`config.mk`:
```
export PLATFORM = sky130hd
export DESIGN_NAME = bounding_sphere_grow
export DESIGN_NICKNAME = d
export VERILOG_FILES = /design/src/sv/bsg_pkg.sv /design/src/sv/bounding_sphere_grow.sv
export SDC_FILE = /design/constraint.sdc
export NUM_CORES = 2
export LEC_CHECK = 0
export BUFFER_PORTS_ARGS = -buffer_cell sky130_fd_sc_hd__buf_2
export CORE_MARGIN = 1
export CORE_UTILIZATION = 44
export CTS_CLUSTER_SIZE = 10
export DETAILED_ROUTE_END_ITERATION = 10
export SLEW_MARGIN = 20
export SYNTH_ARGS = -nofsm -noshare
export SYNTH_HDL_FRONTEND = slang
export SYNTH_SLANG_ARGS = --single-unit
```
`constraint.sdc`:
```
create_clock -name clk_i -period 27.9 [get_ports clk_i]
set_input_delay 2.79 -clock clk_i [delete_from_list [all_inputs] [get_ports clk_i]]
set_output_delay 2.79 -clock clk_i [all_outputs]
set_load 0.01 [all_outputs]
```
`src/sv/bsg_pkg.sv`:
```
`default_nettype none
package bsg_pkg;

  typedef enum logic [1:0] {
    CMD_START  = 2'd0,
    CMD_ADD_PT = 2'd1,
    CMD_ADD_SP = 2'd2,
    CMD_NONE   = 2'd3
  } cmd_e;

  typedef enum logic [3:0] {
    S_IDLE,
    S_DIFF,
    S_RR,
    S_SQ,
    S_ROOT,
    S_PLAN,
    S_MMUL,
    S_MDIV,
    S_MADD,
    S_FIN
  } state_e;

endpackage
`default_nettype wire

```
`src/sv/bounding_sphere_grow.sv`:
```
// Result path: S_DIFF, S_RR, S_SQ, S_ROOT, S_PLAN, then S_MMUL, S_MDIV, S_MADD per axis
//   when the sphere is moved, and S_FIN; CB = COORD_BITS.
// One transaction in flight; s_axis_tready rises with m_axis_tvalid when the result
//   is registered, after any wait for a held result. The bit-serial multiplier,
//   square root and divider take one bit (root: two) per cycle.
// Reset: sphere center and radius cleared, no result pending.
`default_nettype none
module bounding_sphere_grow import bsg_pkg::*; #(
  parameter int COORD_BITS = 32
) (
  input  wire                                      clk_i,
  input  wire                                      rst_ni,
  input  wire                                      s_axis_tvalid,
  output logic                                     s_axis_tready,
  // point_x, point_y, point_z, in_radius
  input  wire  [((4*COORD_BITS-1+7)/8)*8-1:0]      s_axis_tdata,
  // cmd
  input  wire  [1:0]                               s_axis_tuser,
  output logic                                     m_axis_tvalid,
  input  wire                                      m_axis_tready,
  // center_x, center_y, center_z, out_radius, grew
  output logic [((4*COORD_BITS+7)/8)*8-1:0]        m_axis_tdata
);

  localparam int CB   = COORD_BITS;
  localparam int OTW  = ((4*CB+7)/8)*8;
  localparam int MBW  = CB+2;
  localparam int PW   = 2*CB+4;
  localparam int DW   = CB+2;
  localparam int RW   = CB+5;
  localparam int DENW = CB+3;
  localparam int EW   = CB+3;
  localparam int SW   = CB+2;
  localparam int CW   = $clog2(PW+1);

  state_e st_q, st_d;
  logic [CW-1:0]   cnt_q, cnt_d;
  logic [1:0]      idx_q, idx_d;
  logic            ov_q, ov_d;
  logic [CB-1:0]   cen_q [3];
  logic [CB-1:0]   cen_d [3];
  logic [CB-2:0]   rad_q, rad_d;
  logic            chg_q, chg_d;

  logic [CB-1:0]   p_q [3];
  logic [CB-1:0]   p_d [3];
  logic [CB-2:0]   r2_q, r2_d;
  cmd_e            cmd_q, cmd_d;
  logic [CB:0]     mag_q [3];
  logic [CB:0]     mag_d [3];
  logic            sgn_q [3];
  logic            sgn_d [3];
  logic [PW-1:0]   rr_q, rr_d, acc_q, acc_d, ma_q, ma_d, sh_q, sh_d;
  logic [MBW-1:0]  mb_q, mb_d, num_q, num_d;
  logic [DW-1:0]   root_q, root_d, d_q, d_d;
  logic [RW-1:0]   srem_q, srem_d;
  logic [DENW-1:0] den_q, den_d, drem_q, drem_d;
  logic [CB:0]     quo_q, quo_d;
  logic            outside_q, outside_d;
  logic [OTW-1:0]  od_q, od_d;

  logic [PW-1:0]   acc_step;
  logic [RW-1:0]   sq_x, sq_t, sq_rem;
  logic [DW-1:0]   sq_root;
  logic [DENW:0]   dv_x;
  logic [DENW-1:0] dv_rem;
  logic [CB:0]     dv_quo;
  logic [1:0]      sel;
  logic [CB:0]     mag_sel;
  logic [CB:0]     dxv [3];
  logic [EW-1:0]   r_e, r2_e, d_e, nr1, nr2, num1, span, rmax_e;
  logic signed [SW-1:0] mv, sum, cmax, cmin;
  logic [CB-1:0]   newc;
  logic            mul_last, root_last, div_last;

  assign s_axis_tready = (st_q == S_IDLE);
  assign m_axis_tvalid = ov_q;
  assign m_axis_tdata  = od_q;

  assign acc_step  = acc_q + (mb_q[0] ? ma_q : '0);
  assign sq_x      = {srem_q[RW-3:0], sh_q[PW-1 -: 2]};
  assign sq_t      = {{(RW-DW-2){1'b0}}, root_q, 2'b01};
  assign sq_rem    = (sq_x >= sq_t) ? sq_x - sq_t : sq_x;
  assign sq_root   = {root_q[DW-2:0], sq_x >= sq_t};
  assign dv_x      = {drem_q, acc_q[PW-1]};
  assign dv_rem    = (dv_x >= {1'b0, den_q}) ? DENW'(dv_x - {1'b0, den_q}) : dv_x[DENW-1:0];
  assign dv_quo    = {quo_q[CB-1:0], dv_x >= {1'b0, den_q}};
  assign mul_last  = (cnt_q == CW'(MBW-1));
  assign root_last = (cnt_q == CW'(PW/2-1));
  assign div_last  = (cnt_q == CW'(PW-1));

  assign sel     = (st_q == S_SQ || st_q == S_MADD) ? idx_q + 2'd1 : idx_q;
  assign mag_sel = (sel == 2'd2) ? mag_q[2] : (sel == 2'd1) ? mag_q[1] : mag_q[0];

  assign r_e    = EW'(rad_q);
  assign r2_e   = EW'(r2_q);
  assign d_e    = EW'(d_q);
  assign rmax_e = EW'({(CB-1){1'b1}});
  assign nr1    = (d_e + r_e + EW'(1)) >> 1;
  assign num1   = nr1 - r_e;
  assign nr2    = (r_e + r2_e + d_e + EW'(1)) >> 1;
  assign span   = r2_e + d_e - r_e;

  assign cmax = $signed({3'b000, {(CB-1){1'b1}}});
  assign cmin = $signed({{3{1'b1}}, {(CB-1){1'b0}}});
  assign mv   = sgn_q[idx_q] ? -$signed({1'b0, quo_q}) : $signed({1'b0, quo_q});
  assign sum  = $signed({{2{cen_q[idx_q][CB-1]}}, cen_q[idx_q]}) + mv;
  assign newc = (sum > cmax) ? cmax[CB-1:0] : (sum < cmin) ? cmin[CB-1:0] : sum[CB-1:0];

  always_comb begin
    for (int i = 0; i < 3; i++) begin
      dxv[i] = {p_q[i][CB-1], p_q[i]} - {cen_q[i][CB-1], cen_q[i]};
    end
  end

  always_comb begin
    st_d = st_q;
    unique case (st_q)
      S_IDLE: if (s_axis_tvalid) st_d = S_DIFF;
      S_DIFF: st_d = S_RR;
      S_RR:   if (mul_last) st_d = S_SQ;
      S_SQ:   if (mul_last && idx_q == 2'd2) st_d = S_ROOT;
      S_ROOT: if (root_last) st_d = S_PLAN;
      S_PLAN: begin
        if ((cmd_q == CMD_ADD_PT && outside_q) ||
            (cmd_q == CMD_ADD_SP && !(r2_e > r_e && d_e < r2_e - r_e) && r2_e + d_e > r_e))
          st_d = S_MMUL;
        else
          st_d = S_FIN;
      end
      S_MMUL: if (mul_last) st_d = S_MDIV;
      S_MDIV: if (div_last) st_d = S_MADD;
      S_MADD: st_d = (idx_q == 2'd2) ? S_FIN : S_MMUL;
      S_FIN:  if (!ov_q || m_axis_tready) st_d = S_IDLE;
      default: st_d = S_IDLE;
    endcase
  end

  always_comb begin
    cnt_d = cnt_q; idx_d = idx_q; cen_d = cen_q; rad_d = rad_q; chg_d = chg_q;
    p_d = p_q; r2_d = r2_q; cmd_d = cmd_q; mag_d = mag_q; sgn_d = sgn_q;
    rr_d = rr_q; acc_d = acc_q; ma_d = ma_q; mb_d = mb_q; sh_d = sh_q; num_d = num_q;
    root_d = root_q; d_d = d_q; srem_d = srem_q; den_d = den_q; drem_d = drem_q;
    quo_d = quo_q; outside_d = outside_q; od_d = od_q;
    ov_d = (ov_q && m_axis_tready) ? 1'b0 : ov_q;
    unique case (st_q)
      S_IDLE: begin
        p_d[0] = s_axis_tdata[CB-1:0];
        p_d[1] = s_axis_tdata[2*CB-1:CB];
        p_d[2] = s_axis_tdata[3*CB-1:2*CB];
        r2_d   = s_axis_tdata[4*CB-2:3*CB];
        cmd_d  = cmd_e'(s_axis_tuser);
        chg_d  = 1'b0;
      end
      S_DIFF: begin
        for (int i = 0; i < 3; i++) begin
          sgn_d[i] = dxv[i][CB];
          mag_d[i] = dxv[i][CB] ? -dxv[i] : dxv[i];
        end
        acc_d = '0; ma_d = PW'(rad_q); mb_d = MBW'(rad_q); cnt_d = '0; idx_d = 2'd0;
      end
      S_RR: begin
        acc_d = acc_step; ma_d = ma_q << 1; mb_d = mb_q >> 1; cnt_d = cnt_q + CW'(1);
        if (mul_last) begin
          rr_d = acc_step; acc_d = '0; ma_d = PW'(mag_q[0]); mb_d = MBW'(mag_q[0]);
          cnt_d = '0;
        end
      end
      S_SQ: begin
        acc_d = acc_step; ma_d = ma_q << 1; mb_d = mb_q >> 1; cnt_d = cnt_q + CW'(1);
        if (mul_last) begin
          cnt_d = '0;
          if (idx_q == 2'd2) begin
            outside_d = acc_step > rr_q;
            sh_d = acc_step; srem_d = '0; root_d = '0; idx_d = 2'd0;
          end else begin
            idx_d = idx_q + 2'd1; ma_d = PW'(mag_sel); mb_d = MBW'(mag_sel);
          end
        end
      end
      S_ROOT: begin
        sh_d = sh_q << 2; srem_d = sq_rem; root_d = sq_root; cnt_d = cnt_q + CW'(1);
        if (root_last) begin
          d_d = sq_root + DW'(sq_rem != '0);
          cnt_d = '0;
        end
      end
      S_PLAN: begin
        acc_d = '0; ma_d = PW'(mag_sel); cnt_d = '0;
        unique case (cmd_q)
          CMD_START: begin
            cen_d = p_q; rad_d = r2_q;
            chg_d = (p_q[0] != cen_q[0]) || (p_q[1] != cen_q[1]) ||
                    (p_q[2] != cen_q[2]) || (r2_q != rad_q);
          end
          CMD_ADD_PT: begin
            if (outside_q) begin
              rad_d = (nr1 > rmax_e) ? {(CB-1){1'b1}} : nr1[CB-2:0];
              chg_d = (rad_d != rad_q);
              num_d = MBW'(num1); mb_d = MBW'(num1); den_d = DENW'(d_q);
            end
          end
          CMD_ADD_SP: begin
            if (r2_e > r_e && d_e < r2_e - r_e) begin
              cen_d = p_q; rad_d = r2_q;
              chg_d = (p_q[0] != cen_q[0]) || (p_q[1] != cen_q[1]) ||
                      (p_q[2] != cen_q[2]) || (r2_q != rad_q);
            end else if (r2_e + d_e > r_e) begin
              rad_d = (nr2 > rmax_e) ? {(CB-1){1'b1}} : nr2[CB-2:0];
              chg_d = (rad_d != rad_q);
              num_d = MBW'(span); mb_d = MBW'(span); den_d = {d_q, 1'b0};
            end
          end
          default: ;
        endcase
      end
      S_MMUL: begin
        acc_d = acc_step; ma_d = ma_q << 1; mb_d = mb_q >> 1; cnt_d = cnt_q + CW'(1);
        if (mul_last) begin
          cnt_d = '0; drem_d = '0; quo_d = '0;
        end
      end
      S_MDIV: begin
        acc_d = acc_q << 1; drem_d = dv_rem; quo_d = dv_quo; cnt_d = cnt_q + CW'(1);
        if (div_last) cnt_d = '0;
      end
      S_MADD: begin
        cen_d[idx_q] = newc;
        if (newc != cen_q[idx_q]) chg_d = 1'b1;
        idx_d = (idx_q == 2'd2) ? 2'd0 : idx_q + 2'd1;
        acc_d = '0; ma_d = PW'(mag_sel); mb_d = num_q; cnt_d = '0;
      end
      S_FIN: begin
        if (!ov_q || m_axis_tready) begin
          ov_d = 1'b1;
          od_d = OTW'({chg_q, rad_q, cen_q[2], cen_q[1], cen_q[0]});
        end
      end
      default: ;
    endcase
  end

  always_ff @(posedge clk_i or negedge rst_ni) begin
    if (!rst_ni) begin
      st_q   <= S_IDLE;
      cnt_q  <= '0;
      idx_q  <= '0;
      ov_q   <= 1'b0;
      rad_q  <= '0;
      chg_q  <= 1'b0;
      for (int i = 0; i < 3; i++) cen_q[i] <= '0;
    end else begin
      st_q  <= st_d;
      cnt_q <= cnt_d;
      idx_q <= idx_d;
      ov_q  <= ov_d;
      rad_q <= rad_d;
      chg_q <= chg_d;
      cen_q <= cen_d;
    end
  end

  always_ff @(posedge clk_i) begin
    p_q <= p_d; r2_q <= r2_d; cmd_q <= cmd_d; mag_q <= mag_d; sgn_q <= sgn_d;
    rr_q <= rr_d; acc_q <= acc_d; ma_q <= ma_d; mb_q <= mb_d; sh_q <= sh_d;
    num_q <= num_d; root_q <= root_d; d_q <= d_d; srem_q <= srem_d;
    den_q <= den_d; drem_q <= drem_d; quo_q <= quo_d; outside_q <= outside_d;
    od_q <= od_d;
  end

  a_cnt_range: assert property (@(posedge clk_i) disable iff (!rst_ni)
    cnt_q <= CW'(PW)) else $error("bit counter out of range");
  a_idx_range: assert property (@(posedge clk_i) disable iff (!rst_ni)
    idx_q <= 2'd2) else $error("component index out of range");
  a_inside_keeps: assert property (@(posedge clk_i) disable iff (!rst_ni)
    (st_q == S_PLAN && cmd_q == CMD_ADD_PT && !outside_q) |=> $stable(rad_q))
    else $error("radius changed for inside point");
  a_dist_nonzero: assert property (@(posedge clk_i) disable iff (!rst_ni)
    (st_q == S_PLAN && cmd_q == CMD_ADD_PT && outside_q) |-> d_q != '0)
    else $error("zero distance for outside point");
  a_accept_start: assert property (@(posedge clk_i) disable iff (!rst_ni)
    (s_axis_tvalid && s_axis_tready) |=> st_q == S_DIFF)
    else $error("accepted transaction not started");

endmodule
`default_nettype wire
```
==> results <==
- The number of gates resized after CTS was 0.
- The filler cell count in the final layout is 15,600.
- At the end of the flow, the number of nets in the layout was 8,634.
- Counting stages on the worst path, the most repeated cell is sky130_fd_sc_hd__a21oi_1.
- The type of the worst setup path is flip-flop to flip-flop.
- Entering global routing, the biggest net connects 70 pins.
- STA puts the critical path data required time at 28,590 ps.
- In this run, synthesis inferred 906 flip-flops with an integrated enable.
- At the pin with the least slew margin, the transition time is 1270 ps.
- The number of antenna violations at the first check in global routing is 18.
- The leading register cell type out of synthesis is sky130_fd_sc_hd__edfxtp_1.
- For this run, the number of Yosys warnings is 0.
- The relative max-transition margin is 14.4%.
- The net count after synthesis is 8,436.
- The post-route minimum period is 10,860 ps.
- The total routed wirelength is 267 mm.
- The kind of start point of the critical path is a flip-flop.
- The number of hold buffers added after CTS is 0.
- The routability congestion estimate from global placement is 0.993.
- The total routing usage reported by global routing is 30.7%.
- Based on the critical path, the design can be clocked at up to 0.0921 GHz.
- Leaving out fill and tap cells, the most frequent cell in the layout is sky130_fd_sc_hd__edfxtp_1.
- The initial utilization of the core area, before any placement, comes to 44.4%.
- Cells with a size suffix above 1 make up 8.77% of the layout.
- Setup repair after global routing left no endpoint under its margin.
- After technology mapping, the gate count stands at 7,693.
- Setup slack closes at 17,040 ps.
- The count of port buffers added during placement is 262.
- Leaving out fill and tap cells, the most frequent cells in the layout are sky130_fd_sc_hd__edfxtp_1 (906), sky130_fd_sc_hd__nand2_1 (682), sky130_fd_sc_hd__a21oi_1 (576).
- The worst hold slack is 454 ps.
- Counting every sink on the clock net gives 1,048.
- Before CTS, the worst setup slack after placement is 17,530 ps.
- The pre-antenna-repair detailed-routing pass consisted of 11 iterations.
- The number of buffers inserted by post-CTS setup repair is 0.
- The initialized floorplan defines 150 standard-cell rows.
- The CTS tree is done.
- The first global-routing pass estimated 389 mm of wire.
- The per-instance average area after synthesis is 9.68 um2.
- In this run, the number of DRC markers left after iteration 0 of detailed routing was 7,298.
- Data arrives at the worst endpoint at 11,550 ps.
- The flop and latch count out of synthesis is 1,048.
- The half-perimeter wire length after placement is 204 mm.
- In this run, CTS created clock tree buffers numbering 132.
- The run finished, with violations left.
- The number of maximum-capacitance violations is 0.
- The core region is 0.168 mm2.
- STA classifies the critical path endpoint as a flip-flop.
- The total count of max-transition violations in the final report is 0.
- In the finished design, the share of the clock period the worst path needs comes to 38.9%.
- CTS placed an instance of sky130_fd_sc_hd__clkbuf_16 at the clock tree root.
- The count of final setup violators is 0.
- The distinct cell type count of the synthesized netlist is 110.
- In the routed design, unresolved DRC markers number 2.
- Pin placement for this block handled 264 I/O pins.
- The sequential cell area fraction in the yosys report is 41.3%.
- The height of the die is 413 um.
- The checks that failed: design-rule violations.
- The number of hold-slack violations in the final timing report is 0.
- On the worst path, the slowest cell contributes a delay of 810 ps.
- The detail route stage leaves a number of antenna-violating nets equal to 0.
- Of all flip-flops after synthesis, the portion carrying an async set or reset was 13.5%.
- The wire length per cell is 26.2 um.
- The largest driver fanout on the critical path is 57.
- The slowest stage of the critical path belongs to the cell sky130_fd_sc_hd__a21oi_4.
- In the routed layout, each cell is associated on average with a via count of 6.20.
- Global routing finished with a remaining overflow of 0.
- The floorplan step set the die width to 413 um.
- The accumulated negative setup slack is 0 ps.
- The clock reaches the later pin of the worst-skew pair after 800 ps.
- The tightest min-delay check is of the flip-flop to flip-flop type.
- The total vias in the final route is 63,200.
- The area growth from synthesis to layout is 10.7%.
- The final worst clock skew is 35.3 ps.
- Counting along the longest clock path gives a buffer depth of 3.
- The H-tree level count is 4.
- The floorplan step defined a die boundary enclosing 0.171 mm2.
- In this run the cell area of the synthesized design comes to 0.0744 mm2.
- The number of global-route vias before repair is 59,800.
- The clock-pin transition on the worst setup and hold timing paths is 70 ps.
state kept, by name (all words and copies together) (netlist names), 2 cells and up:
name          count
m_axis_tdata    128
num_q            34
cnt_q             7
quo_q            33
rr_q             68
st_q              4
acc_q            68
ma_q             68
srem_q           35
rad_q            31
mb_q             34
sh_q             68
d_q              34
p_q              96
cmd_q             2
mag_q            99
den_q            35
root_q           34
sgn_q             3
idx_q             2
r2_q             31
cen_q            96
drem_q           35
stage by stage:
stage	area [um2]	utilization, %	instances
2_1_floorplan	74400	-	7693
3_3_place_gp	78300	46.7	9960
3_5_place_dp	78300	46.7	9960
4_1_cts	82400	49.1	10200
5_1_grt	82400	49.2	10200
6_report	82400	49.2	10200
cells by family (layout without fill, tap and decap cells):
group                    count (synthesis)  count (layout)  share of synthesized area [%]
AO/OA/AOI/OAI                         2295            2295                           20.4
AND/OR/NAND/NOR                       2242            2242                           14.5
flip-flops                            1048            1048                           41.3
buffers and inverters                  764            1057                           3.89
adder cells (fa/ha/maj)                609             609                           10.6
XOR/XNOR                               534             534                           6.39
multiplexers                           201             201                           2.82
other                                    0               2                              0
final timing paths:
kind | start | endpoint | slack (ps) | cells past startpoint
min in group asynchronous | rst_ni | cen_q[47]$_DFFE_PN0P_ | 1890 | 1
setup reg to reg | rad_q[2]$_DFFE_PN0P_ | cen_q[21]$_DFFE_PN0P_ | 17040 | 29
setup / recovery | rad_q[2]$_DFFE_PN0P_ | cen_q[21]$_DFFE_PN0P_ | 17040 | 29
hold / removal | cen_q[18]$_DFFE_PN0P_ | m_axis_tdata[82]$_DFFE_PP_ | 450 | 0
max in group asynchronous | rst_ni | idx_q[0]$_DFFE_PN0P_ | 24700 | 2
hold reg to reg | cen_q[18]$_DFFE_PN0P_ | m_axis_tdata[82]$_DFFE_PP_ | 450 | 0
layout make-up:
class	instances	area [um2]	area share (%)
Clock buffer	191	3630	4.40
Sequential cell	1048	30800	37.3
Tap cell	2204	2760	3.35
Inverter	471	1770	2.15
Clock inverter	38	400	0.486
Multi-Input combinational cell	5881	41100	49.8
Timing Repair Buffer	357	2040	2.47
Antenna cell	2	5.00	0.00607
synthesized netlist by cell type, drive strengths merged, types with 87 or more instances:
master | n | area, um2
o21ai | 487 | 2440
inv | 469 | 1760
xor2 | 173 | 1520
nand2b | 95 | 594
mux2i | 136 | 1370
nor3 | 117 | 596
edfxtp | 906 | 27200
clkbuf | 245 | 920
nand4 | 97 | 607
o21a | 87 | 653
nor2 | 564 | 2120
a21oi | 582 | 2920
dfrtp | 142 | 3550
and2 | 169 | 1060
ha | 568 | 7110
nor2b | 90 | 563
a21o | 253 | 1900
nand3 | 142 | 711
a22oi | 104 | 781
nand2 | 684 | 2570
xnor2 | 357 | 3150
worst max-delay path, delay by kind of cell (launching register included):
| kind | cells | cell delay [ps] |
|---|---|---|
| AND/OR/NAND/NOR | 6 | 1480 |
| AO/OA/AOI/OAI | 17 | 5690 |
| buffers and inverters | 3 | 1760 |
| adder cells (fa/ha/maj) | 2 | 880 |
| XOR/XNOR | 1 | 220 |
| flip-flops | 1 | 700 |
per-layer routing:
metal	track usage [%]	wire length (um)
met5	0	95
met4	13.7	13000
met3	7.68	27500
met2	45.4	113000
met1	42.1	114000
Power is left out: the tool's default activity adds up to more than one toggle a clock period on the data nets, which glitch-free logic cannot reach.
